<file path="config.mk">
export PLATFORM = sky130hd
export DESIGN_NAME = rc_multichannel_pulse_decoder
export DESIGN_NICKNAME = d
export VERILOG_FILES = /design/src/rtl/rcpd_pkg.sv /design/src/rtl/rc_multichannel_pulse_decoder.sv
export SDC_FILE = /design/constraint.sdc
export NUM_CORES = 1
export LEC_CHECK = 0
export ABC_AREA = 1
export BUFFER_PORTS_ARGS = -buffer_cell sky130_fd_sc_hd__buf_2
export CORE_MARGIN = 1
export CORE_UTILIZATION = 55
export CTS_BUF_LIST = sky130_fd_sc_hd__clkbuf_8
export CTS_CLUSTER_DIAMETER = 100
export DETAILED_ROUTE_END_ITERATION = 12
export PLACE_DENSITY_LB_ADDON = 0.2
export SYNTH_ARGS = -nofsm -noshare
export SYNTH_HDL_FRONTEND = slang
export SYNTH_SLANG_ARGS = --single-unit
</file>
<file path="constraint.sdc">
create_clock -name clock -period 7.3 [get_ports clock]
set_input_delay 0 -clock clock [delete_from_list [all_inputs] [get_ports clock]]
set_output_delay 0 -clock clock [all_outputs]
set_load 0.05 [all_outputs]
</file>
<file path="src/rtl/rcpd_pkg.sv">
// Shared constants and types for the multichannel pulse decoder.
package rcpd_pkg;

   // Field widths
   localparam int COUNT_W  = 7;
   localparam int GAP_W    = 8;
   localparam int MARKER_W = 8;
   localparam int CSR_IDX_W  = 2;
   localparam int CSR_DATA_W = 8;

   // Default channel count
   localparam int DEF_NUM_CHANNELS = 7;

   // Saturation limit of a channel count
   localparam logic [COUNT_W-1:0] COUNT_MAX = 7'd127;

   // Register reset values
   localparam logic [GAP_W-1:0]    GAP_TICKS_RST    = 8'd100;
   localparam logic [COUNT_W-1:0]  MIN_COUNT_RST    = 7'd25;
   localparam logic [MARKER_W-1:0] START_MARKER_RST = 8'h01;

   // Register indexes
   localparam logic [CSR_IDX_W-1:0] CSR_GAP_TICKS    = 2'd0;
   localparam logic [CSR_IDX_W-1:0] CSR_MIN_COUNT    = 2'd1;
   localparam logic [CSR_IDX_W-1:0] CSR_START_MARKER = 2'd2;

   typedef logic [COUNT_W-1:0] count_type;

endpackage

</file>
<file path="src/rtl/rc_multichannel_pulse_decoder.sv">
// Top level of the multichannel pulse decoder: tick counting and report output.
//
// Usage:
//   req_ channel takes one sample tick of the receiver channel levels per word
//   (bit i high means channel i+1 is high). The lowest-numbered high channel
//   gets its count raised, saturating at 127. A run of gap_ticks all-low ticks
//   ends the frame; a frame whose counts all reach min_count is valid. The first
//   valid frame after reset is dropped, each later one is reported on the rsp_
//   channel as NUM_CHANNELS+1 words: start_marker, then each count doubled,
//   with rsp_last_byte high on the final word.
//   Throughput: one tick per cycle unless stalled. The report starts in the
//   cycle after the frame-ending tick and drains one word per cycle unless
//   stalled, from a count snapshot; the next frame is counted while it drains.
//   req_stall rises only when a tick would end a reportable frame while the
//   previous report is still draining; it is held until the report is gone.
//   When the receiver stalls, the current word is held unchanged.
//   csr_ port writes gap_ticks, min_count and start_marker at any write enable;
//   write them only while the block is idle.
//   Reset (synchronous): registers return to 100, 25, 0x01, counts clear, the
//   block collects, the first valid frame will be dropped, no report pending.
module rc_multichannel_pulse_decoder #(
   parameter int NUM_CHANNELS = rcpd_pkg::DEF_NUM_CHANNELS
) (
   input  logic                            clock,
   input  logic                            reset,
   // sample tick input
   input  logic                            req_valid,
   output logic                            req_stall,
   input  logic [NUM_CHANNELS-1:0]         req_channel_levels,
   // report output
   output logic                            rsp_valid,
   input  logic                            rsp_stall,
   output logic [rcpd_pkg::MARKER_W-1:0]   rsp_out_byte,
   output logic                            rsp_last_byte,
   // register writes
   input  logic                            csr_we,
   input  logic [rcpd_pkg::CSR_IDX_W-1:0]  csr_index,
   input  logic [rcpd_pkg::CSR_DATA_W-1:0] csr_wdata
);

   localparam int REM_W = $clog2(NUM_CHANNELS + 1);
   localparam logic [REM_W-1:0] REM_FULL = REM_W'(NUM_CHANNELS);
   localparam logic [REM_W-1:0] REM_ONE  = REM_W'(1);

   // Configuration registers
   logic [rcpd_pkg::GAP_W-1:0]    gap_ticks_ff;
   logic [rcpd_pkg::COUNT_W-1:0]  min_count_ff;
   logic [rcpd_pkg::MARKER_W-1:0] start_marker_ff;

   // Frame state
   logic                          waiting_ff, waiting_in;
   logic [rcpd_pkg::GAP_W-1:0]    low_run_ff, low_run_in;
   logic                          first_pending_ff, first_pending_in;
   rcpd_pkg::count_type           count_ff [NUM_CHANNELS];
   rcpd_pkg::count_type           count_in [NUM_CHANNELS];

   // Report output stage
   logic                          rsp_valid_ff, rsp_valid_in;
   logic [rcpd_pkg::MARKER_W-1:0] out_byte_ff, out_byte_in;
   logic                          last_ff, last_in;
   logic [REM_W-1:0]              remain_ff, remain_in;
   rcpd_pkg::count_type           snap_ff [NUM_CHANNELS];
   rcpd_pkg::count_type           snap_in [NUM_CHANNELS];

   logic                          req_take;
   logic                          rsp_take;
   logic                          any_high;
   logic [NUM_CHANNELS-1:0]       pick;
   logic [rcpd_pkg::GAP_W-1:0]    low_run_plus;
   logic                          frame_end;
   logic                          frame_ok;
   logic                          would_report;
   logic                          fire;

   // Write configuration registers
   always_ff @(posedge clock) begin
      if (reset) begin
         gap_ticks_ff    <= rcpd_pkg::GAP_TICKS_RST;
         min_count_ff    <= rcpd_pkg::MIN_COUNT_RST;
         start_marker_ff <= rcpd_pkg::START_MARKER_RST;
      end else if (csr_we) begin
         unique case (csr_index)
            rcpd_pkg::CSR_GAP_TICKS:    gap_ticks_ff    <= csr_wdata;
            rcpd_pkg::CSR_MIN_COUNT:    min_count_ff    <= csr_wdata[rcpd_pkg::COUNT_W-1:0];
            rcpd_pkg::CSR_START_MARKER: start_marker_ff <= csr_wdata;
            default: ;
         endcase
      end
   end

   // Pick the lowest-numbered high channel
   assign any_high = |req_channel_levels;
   assign pick     = req_channel_levels & (~req_channel_levels + NUM_CHANNELS'(1));

   // Check every count against the minimum
   always_comb begin
      frame_ok = 1'b1;
      for (int i = 0; i < NUM_CHANNELS; i++) begin
         if (count_ff[i] < min_count_ff) begin
            frame_ok = 1'b0;
         end
      end
   end

   // Detect a tick that ends a reportable frame
   assign low_run_plus = low_run_ff + rcpd_pkg::GAP_W'(1);
   assign frame_end    = !waiting_ff && !any_high && (low_run_plus == gap_ticks_ff);
   assign would_report = frame_end && frame_ok && !first_pending_ff;

   // Hold input while a report drains and this tick would start another
   assign req_stall = rsp_valid_ff && would_report;
   assign req_take  = req_valid && !req_stall;
   assign rsp_take  = rsp_valid_ff && !rsp_stall;
   assign fire      = req_take && would_report;

   // Advance frame state for an accepted tick
   always_comb begin
      waiting_in       = waiting_ff;
      low_run_in       = low_run_ff;
      first_pending_in = first_pending_ff;
      for (int i = 0; i < NUM_CHANNELS; i++) begin
         count_in[i] = count_ff[i];
      end
      if (req_take) begin
         if (waiting_ff) begin
            if (any_high) begin
               waiting_in = 1'b0;
               low_run_in = '0;
               for (int i = 0; i < NUM_CHANNELS; i++) begin
                  count_in[i] = pick[i] ? rcpd_pkg::COUNT_W'(1) : '0;
               end
            end
         end else if (any_high) begin
            low_run_in = '0;
            for (int i = 0; i < NUM_CHANNELS; i++) begin
               if (pick[i] && (count_ff[i] != rcpd_pkg::COUNT_MAX)) begin
                  count_in[i] = count_ff[i] + rcpd_pkg::COUNT_W'(1);
               end
            end
         end else begin
            low_run_in = low_run_plus;
            if (frame_end) begin
               waiting_in = 1'b1;
               if (frame_ok) begin
                  first_pending_in = 1'b0;
               end
            end
         end
      end
   end

   // Load a report or shift out the next word
   always_comb begin
      rsp_valid_in = rsp_valid_ff;
      out_byte_in  = out_byte_ff;
      last_in      = last_ff;
      remain_in    = remain_ff;
      for (int i = 0; i < NUM_CHANNELS; i++) begin
         snap_in[i] = snap_ff[i];
      end
      if (fire) begin
         rsp_valid_in = 1'b1;
         out_byte_in  = start_marker_ff;
         last_in      = 1'b0;
         remain_in    = REM_FULL;
         for (int i = 0; i < NUM_CHANNELS; i++) begin
            snap_in[i] = count_ff[i];
         end
      end else if (rsp_take) begin
         if (remain_ff == '0) begin
            rsp_valid_in = 1'b0;
         end else begin
            out_byte_in = {snap_ff[0], 1'b0};
            last_in     = (remain_ff == REM_ONE);
            remain_in   = remain_ff - REM_ONE;
            for (int i = 0; i < NUM_CHANNELS - 1; i++) begin
               snap_in[i] = snap_ff[i+1];
            end
         end
      end
   end

   // Control registers
   always_ff @(posedge clock) begin
      if (reset) begin
         waiting_ff       <= 1'b0;
         low_run_ff       <= '0;
         first_pending_ff <= 1'b1;
         rsp_valid_ff     <= 1'b0;
         remain_ff        <= '0;
         for (int i = 0; i < NUM_CHANNELS; i++) begin
            count_ff[i] <= '0;
         end
      end else begin
         waiting_ff       <= waiting_in;
         low_run_ff       <= low_run_in;
         first_pending_ff <= first_pending_in;
         rsp_valid_ff     <= rsp_valid_in;
         remain_ff        <= remain_in;
         for (int i = 0; i < NUM_CHANNELS; i++) begin
            count_ff[i] <= count_in[i];
         end
      end
   end

   // Payload registers
   always_ff @(posedge clock) begin
      out_byte_ff <= out_byte_in;
      last_ff     <= last_in;
      for (int i = 0; i < NUM_CHANNELS; i++) begin
         snap_ff[i] <= snap_in[i];
      end
   end

   assign rsp_valid     = rsp_valid_ff;
   assign rsp_out_byte  = out_byte_ff;
   assign rsp_last_byte = last_ff;

   // A report starts with the marker in the cycle after the frame-ending tick
   a_fire_loads_marker: assert property (@(posedge clock) disable iff (reset)
      fire |=> (rsp_valid && (rsp_out_byte == $past(start_marker_ff)) && !rsp_last_byte))
      else $error("report did not start with the start marker");

   // A new report never overruns one still draining
   a_no_overrun: assert property (@(posedge clock) disable iff (reset)
      (rsp_valid_ff && req_take) |-> !would_report)
      else $error("report started while previous report pending");

   // The output goes idle right after the last word is taken
   a_idle_after_last: assert property (@(posedge clock) disable iff (reset)
      (rsp_take && rsp_last_byte) |=> !rsp_valid)
      else $error("output still valid after last word");

   // The last flag comes only when the word counter has run out
   a_last_at_end: assert property (@(posedge clock) disable iff (reset)
      (rsp_valid && rsp_last_byte) |-> (remain_ff == '0))
      else $error("last flag before the end of the report");

   // A high tick while waiting restarts collection with a clear gap run
   a_restart: assert property (@(posedge clock) disable iff (reset)
      (req_take && waiting_ff && any_high) |=> (!waiting_ff && (low_run_ff == '0)))
      else $error("waiting phase did not restart collection");

endmodule

</file>
==> results of run 1 <==
[per-layer routing]
layer	global-route usage (%)	wire length, um	up-vias
met2	42.5	8850	146
met1	34.1	8790	3067
met3	4.85	831	31
li1	-	-	3642
met5	0	0	-
met4	10.1	405	0
[registers in the layout (all words and copies together) (netlist names), 3 cells and up]
signal,cells
count_ff,49
gap_ticks_ff,8
low_run_ff,8
min_count_ff,7
remain_ff,3
rsp_out_byte,8
snap_ff,49
start_marker_ff,8
[repair_timing]
action	CTS	global route
hold buffers	22	0
gates resized for setup	0	0
hold endpoints to repair	29	0
[report_power, final]
| part | internal [mW] | switching [mW] | total, mW |
|---|---|---|---|
| Clock | 0.300 | 0.318 | 0.619 |
| Sequential | 0.842 | 0.0138 | 0.856 |
| Combinational | 0.0456 | 0.0756 | 0.121 |
[Yosys cell counts]
master	instances
o21ai_0	46
nor2_1	164
clkbuf_1	17
nor3_1	10
nor4_1	7
inv_1	117
inv_2	3
nand3_1	46
buf_2	11
o21ai_2	26
a21oi_1	76
a21o_1	5
buf_8	2
nand3_2	1
edfxtp_1	57
o211ai_1	6
clkbuf_4	1
o21ai_1	4
o31ai_1	1
buf_6	3
nand3b_1	2
o21bai_1	9
nand2_2	27
nand2_1	287
nor2_4	1
ha_1	53
o21a_1	2
nor2_2	5
buf_4	2
nand4_4	1
nand4_1	11
nand2_4	2
clkinv_1	3
dfxtp_1	87
xor2_1	2
[cell usage in the layout (no fill, tap or decap), types with 2 or more instances in the layout]
master,synthesis,layout
bufinv_16,0,2
clkinv_4,0,2
o21a_1,2,2
o211ai_1,6,6
nor3_1,10,10
a21o_1,5,5
nand2_1,287,286
inv_1,117,117
edfxtp_1,57,57
nor2_2,5,5
nand4_1,11,11
clkinv_2,0,3
inv_2,3,4
buf_2,11,32
nand3_1,46,46
clkinv_1,3,5
o21bai_1,9,9
o21ai_2,26,26
ha_1,53,53
nand2_4,2,2
clkbuf_8,0,17
dlygate4sd3_1,0,22
o21ai_0,46,46
inv_6,0,2
a21oi_1,76,76
xor2_1,2,2
nand3b_1,2,2
dfxtp_1,87,87
clkinvlp_4,0,3
nand2_2,27,28
nor2_1,164,164
buf_4,2,4
o21ai_1,4,4
nor4_1,7,7
[worst max-delay path, stage by stage, from the launching register on]
cell     delay [ns]
dfxtp_1        0.31
inv_1          0.20
ha_1           0.38
nand2_1        0.08
a21oi_1        0.14
nor2_1         0.05
nand2_1        0.06
nand2_1        0.05
inv_1          0.04
nand2_1        0.04
nor2_1         0.25
nand4_4        0.24
nand2_2        0.13
inv_2          0.11
nand2_4        0.39
buf_4          0.71
nand2_2        0.06
buf_4          0.35
[cell families (layout without fill, tap and decap cells)]
| kind of cell | Yosys count | after routing | synth area share, % |
|---|---|---|---|
| compound gates | 175 | 175 | 12.6 |
| xor+xnor | 2 | 2 | 0.214 |
| fa+ha+maj | 53 | 53 | 8.09 |
| buf+inv | 159 | 213 | 8.13 |
| flops | 144 | 144 | 42.1 |
| simple gates | 564 | 564 | 28.9 |
[through the flow]
step	cell area (um^2)	power [mW]	util [%]	hold WS, ns
6_report	9010	1.60	62.0	0.0142
3_3_place_gp	8420	0.984	57.9	0.267
5_1_grt	9010	1.66	62.0	0.0230
2_1_floorplan	8200	0.952	-	0.126
4_1_cts	9010	1.60	62.0	0.00667
3_5_place_dp	8420	0.986	57.9	0.273
[worst max-delay path by stage]
stage	to	cells past startpoint
after floorplan	rsp_out_byte[0]	19
after global placement	snap_ff[5][6]	17
after detailed placement	snap_ff[5][2]	17
after CTS	snap_ff[4][4]	17
after global routing	snap_ff[3][3]	17
final	snap_ff[4][5]	17
[layout make-up]
cell class | count | area, um^2
Fill cell | 1283 | 5520
Clock inverter | 15 | 144
Inverter | 123 | 462
Clock buffer | 17 | 234
Multi-Input combinational cell | 794 | 4080
Timing Repair Buffer | 58 | 410
Tap cell | 184 | 230
Sequential cell | 144 | 3450
==> run_results.csv, run 1 <==
group,metric,value,unit
worst_setup_path,r2r_setup_slack,3.29,ns
hold_path,worstHoldStart,"csr_we",
floorplan,initial_core_util,56.4,%
route,firstDrtPassIters,5,
global_route,grt_overflow_total,0,
worst_setup_path,crit_type,"register to register",
floorplan,row_count,44,
worst_setup_path,worst-r2r-cell-count,17,
synthesis,syn_avg_cell_area,7.47,um^2
clock_tree,cts_setup_buffers,0,
synthesis,ys_types,35,
sta,fmax,0.250,GHz
worst_setup_path,reg2reg_to,"snap_ff[4][5]",
synthesis,synthesis.area,0.00820,mm^2
synthesis,synth_top_cell_by_area,"dfxtp_1",
worst_setup_path,required,7.44,ns
sta,hold_viol,0,
power,peakVddDrop,0.0000958,V
synthesis,ys_ff_latch,144,
worst_setup_path,critPathArrivalTime,4.14,ns
synthesis,ys_seq_area_share,42.1,%
placement,place_worst_setup_slack,3.37,ns
sta,layout_setup_ws,3.29,ns
route,route.detailed.drc,0,
clock_tree,clk_latency,0.46,ns
sta,slew_violations,0,
sta,fin_crit,4.01,ns
global_route,antenna_found_initial,0,
cells_and_area,area_delta_synth_final,9.95,%
hold_path,hold_path_depth,5,
placement,dp_hpwl,13000,um
sta,finClkSkew,0.00898,ns
cells_and_area,nNetsFinal,1213,
clock_tree,clk_path_buf_depth,2,
placement,placement.io_buffers,32,
sta,rsz0062_at_grt,"no",
synthesis,yosysTopAreaCellShare,21.2,%
synthesis,ys_top_cells_by_area,"dfxtp_1 (21%), edfxtp_1 (21%), nand2_1 (13%), ha_1 (8.1%), nor2_1 (7.5%)",
synthesis,yosys_warnings,0,
sta,post-route-period-util,54.9,%
worst_setup_path,cp-start-kind,"register",
clock_tree,htree_levels,4,
power,p_leak,4.25,nW
floorplan,fp.dieH,124,um
global_route,grt_usage,26.1,%
synthesis,synth_cells,1097,
route,routedWlPerCell,14.1,um
clock_tree,cts.clk_slew.worst_paths,0.08,ns
floorplan,fp.coreArea,0.0145,mm^2
cells_and_area,fin_cells,1335,
route,vias_per_cell,5.16,
sta,relSlewSlack,39.2,%
placement,dp_cells,1281,
placement,gp_congestion,0.821,
synthesis,synth.net_count,1172,
clock_tree,cts_sinks,144,
clock_tree,cts_made_buffers,17,
clock_tree,cts_tree,"built",
floorplan,die_width,124,um
global_route,grt_pass1_vias,6175,
cells_and_area,layout-drive-gt1-share,11.6,%
worst_setup_path,cp_max_fo,54,
floorplan,ios,33,
power,power_density,177,mW/mm^2
status,outcome,"finished clean",
floorplan,die_area,0.0154,mm^2
sta,finalSetupTns,0,ns
route,wl,18900,um
global_route,grt_max_degree,57,
global_route,grt_pass1_wl,30300,um
route,first_iter_violations,538,
worst_setup_path,worstSetupEndpointType,"register",
clock_tree,ctsRootBufferMaster,"clkbuf_8",
cells_and_area,diodes,0,
flow_run,maxCapViolations,0,
sta,setup_viol,0,
sta,worstMarginPinSlew,0.906,ns
worst_setup_path,startpoint,"min_count_ff[6]",
route,vias,6886,
hold_path,hold_class,"primary input to register",
worst_setup_path,reg2reg_from,"min_count_ff[6]",
hold_path,holdPathEnd,"min_count_ff[0]",
route,ant_nets,0,
(Power assumes the default switching activity.)
==> inputs of run 2 (changes only) <==
==> constraint.sdc (replaced) <==
create_clock -name clock -period 3.99 [get_ports clock]
set_input_delay 0 -clock clock [delete_from_list [all_inputs] [get_ports clock]]
set_output_delay 0 -clock clock [all_outputs]
set_load 0.05 [all_outputs]
==> run_results.csv, run 2 (synthesized netlist as in run 1, its figures left out) <==
group,metric,value,unit
cells_and_area,layout_common_cells,"nand2_1 (286), nor2_1 (164), inv_1 (116)",
clock_tree,ctsResizeCount,0,
floorplan,fp.coreArea,0.0145,mm^2
floorplan,die_width,124,um
clock_tree,cts_setup_buffers,0,
status,outcome,"finished clean",
sta,hold_viol,0,
global_route,grt_pass1_vias,6381,
power,peakVddDrop,0.000310,V
global_route,antenna_found_initial,0,
global_route,grt_pass1_wl,31700,um
sta,worstMarginPinSlew,0.775,ns
worst_setup_path,startpoint,"min_count_ff[2]",
placement,placement.io_buffers,32,
route,first_iter_violations,509,
floorplan,die_area,0.0154,mm^2
power,p_leak,4.28,nW
clock_tree,cts_sinks,144,
flow_run,maxCapViolations,0,
cells_and_area,nNetsFinal,1211,
worst_setup_path,crit_top_cell,"nand2_1",
sta,finalSetupTns,0,ns
route,firstDrtPassIters,5,
cells_and_area,fin_util,62.2,%
floorplan,ios,33,
worst_setup_path,critPathArrivalTime,3.50,ns
floorplan,fp.dieH,124,um
worst_setup_path,reg2reg_from,"min_count_ff[2]",
worst_setup_path,cp-start-kind,"register",
global_route,grt_busiest_layer,"met2",
sta,fin_crit,3.28,ns
sta,holdWs,0.0266,ns
sta,fmax,0.305,GHz
sta,rsz0062_at_grt,"no",
power,power_density,330,mW/mm^2
placement,dp_hpwl,13300,um
clock_tree,clk_latency,0.46,ns
cells_and_area,area_delta_synth_final,10.3,%
worst_setup_path,crit_path_end,"rsp_out_byte[6]",
clock_tree,cts_made_buffers,17,
clock_tree,cts_tree,"built",
placement,place_worst_setup_slack,0.700,ns
global_route,grt_overflow_total,0,
worst_setup_path,path_cells,"inv_1, ha_1, nand2_1, inv_1, nand2_1, nand2_1, nand2_1, nand2_1, nand2_1, inv_1, nand2_1, nor2_1, nand4_4, nand2_2, inv_2, nand2_4, buf_12, inv_2, nand2_1, nand2_1",
worst_setup_path,cp_max_fo,96,
global_route,use_met3,5.63,%
route,route.detailed.drc,0,
placement,dp_cells,1282,
floorplan,row_count,44,
worst_setup_path,r2r_setup_slack,0.71,ns
floorplan,initial_core_util,56.4,%
route,vias,7049,
cells_and_area,fin_cells,1333,
worst_setup_path,crit_slowest_cell,"ha_1",
sta,finClkSkew,0.0142,ns
worst_setup_path,crit_type,"register to register",
placement,place_area,0.00845,mm^2
global_route,grtUsageMet1,35.6,%
route,routedWlPerCell,14.6,um
cells_and_area,final_cell_area,0.00904,mm^2
sta,slew_violations,0,
clock_tree,clk_path_buf_depth,2,
route,vias_per_cell,5.29,
sta,layout_setup_ws,0.708,ns
global_route,grt_usage,27.3,%
route,ant_nets,0,
cells_and_area,final_common_cell,"nand2_1",
placement,gp_congestion,0.879,
cells_and_area,diodes,0,
worst_setup_path,worstSetupEndpointType,"register",
cells_and_area,layout-drive-gt1-share,11.9,%
sta,post-route-period-util,82.2,%
sta,setup_viol,0,
worst_setup_path,required,4.21,ns
global_route,use_met2,45.0,%
cells_and_area,largest_registers,"count_ff: 49 flops, snap_ff: 49 flops",
power,p_total,2.98,mW
clock_tree,htree_levels,4,
route,wl,19500,um
worst_setup_path,reg2reg_to,"rsp_out_byte[6]",
global_route,grt_max_degree,97,
hold_path,hold_class,"primary input to register",
sta,relSlewSlack,48.3,%
worst_setup_path,crit_path_max_incr_delay,0.37,ns
clock_tree,ctsRootBufferMaster,"clkbuf_8",
clock_tree,cts.clk_slew.worst_paths,0.09,ns
clock_tree,holdBufCountCts,19,
worst_setup_path,worst-r2r-cell-count,20,
-- run 2: final cells by class --
class / instances / area, um^2
clock buffers: 17 / 234
repair buffers: 56 / 413
flip-flops and latches: 144 / 3450
clock inverters: 15 / 173
multi-input cells: 794 / 4080
inverters: 123 / 462
fillers: 1300 / 5490
well taps: 184 / 230
-- run 2: how the worst min path moves through the flow --
stage	from	end	slack [ns]	cells after the start
4_1_cts	req_channel_levels[1]	count_ff[1][0]	0.004	5
5_1_grt	reset	remain_ff[2]	0.02	2
3_3_place_gp	csr_wdata[3]	gap_ticks_ff[3]	0.27	3
2_1_floorplan	csr_wdata[0]	min_count_ff[0]	0.13	2
3_5_place_dp	csr_wdata[0]	start_marker_ff[0]	0.28	3
6_report	req_channel_levels[1]	count_ff[1][0]	0.03	5
-- run 2: where the power goes --
group	internal [mW]	total (mW)	switching, mW
Clock	0.575	1.20	0.621
Combinational	0.0818	0.221	0.139
Sequential	1.54	1.57	0.0256
-- run 2: metal layers --
layer | vias up | share of wire (%)
met5 | - | 0
met4 | 0 | 1.9
met3 | 29 | 5.2
met2 | 185 | 47
met1 | 3187 | 46
li1 | 3648 | -
-- run 2: critical path, delay by kind of cell, from the launching register on --
kind / cells / cell delay [ns]
adder cells (fa/ha/maj): 1 / 0.37
flip-flops: 1 / 0.31
AND/OR/NAND/NOR: 13 / 1.26
buffers and inverters: 6 / 1.00
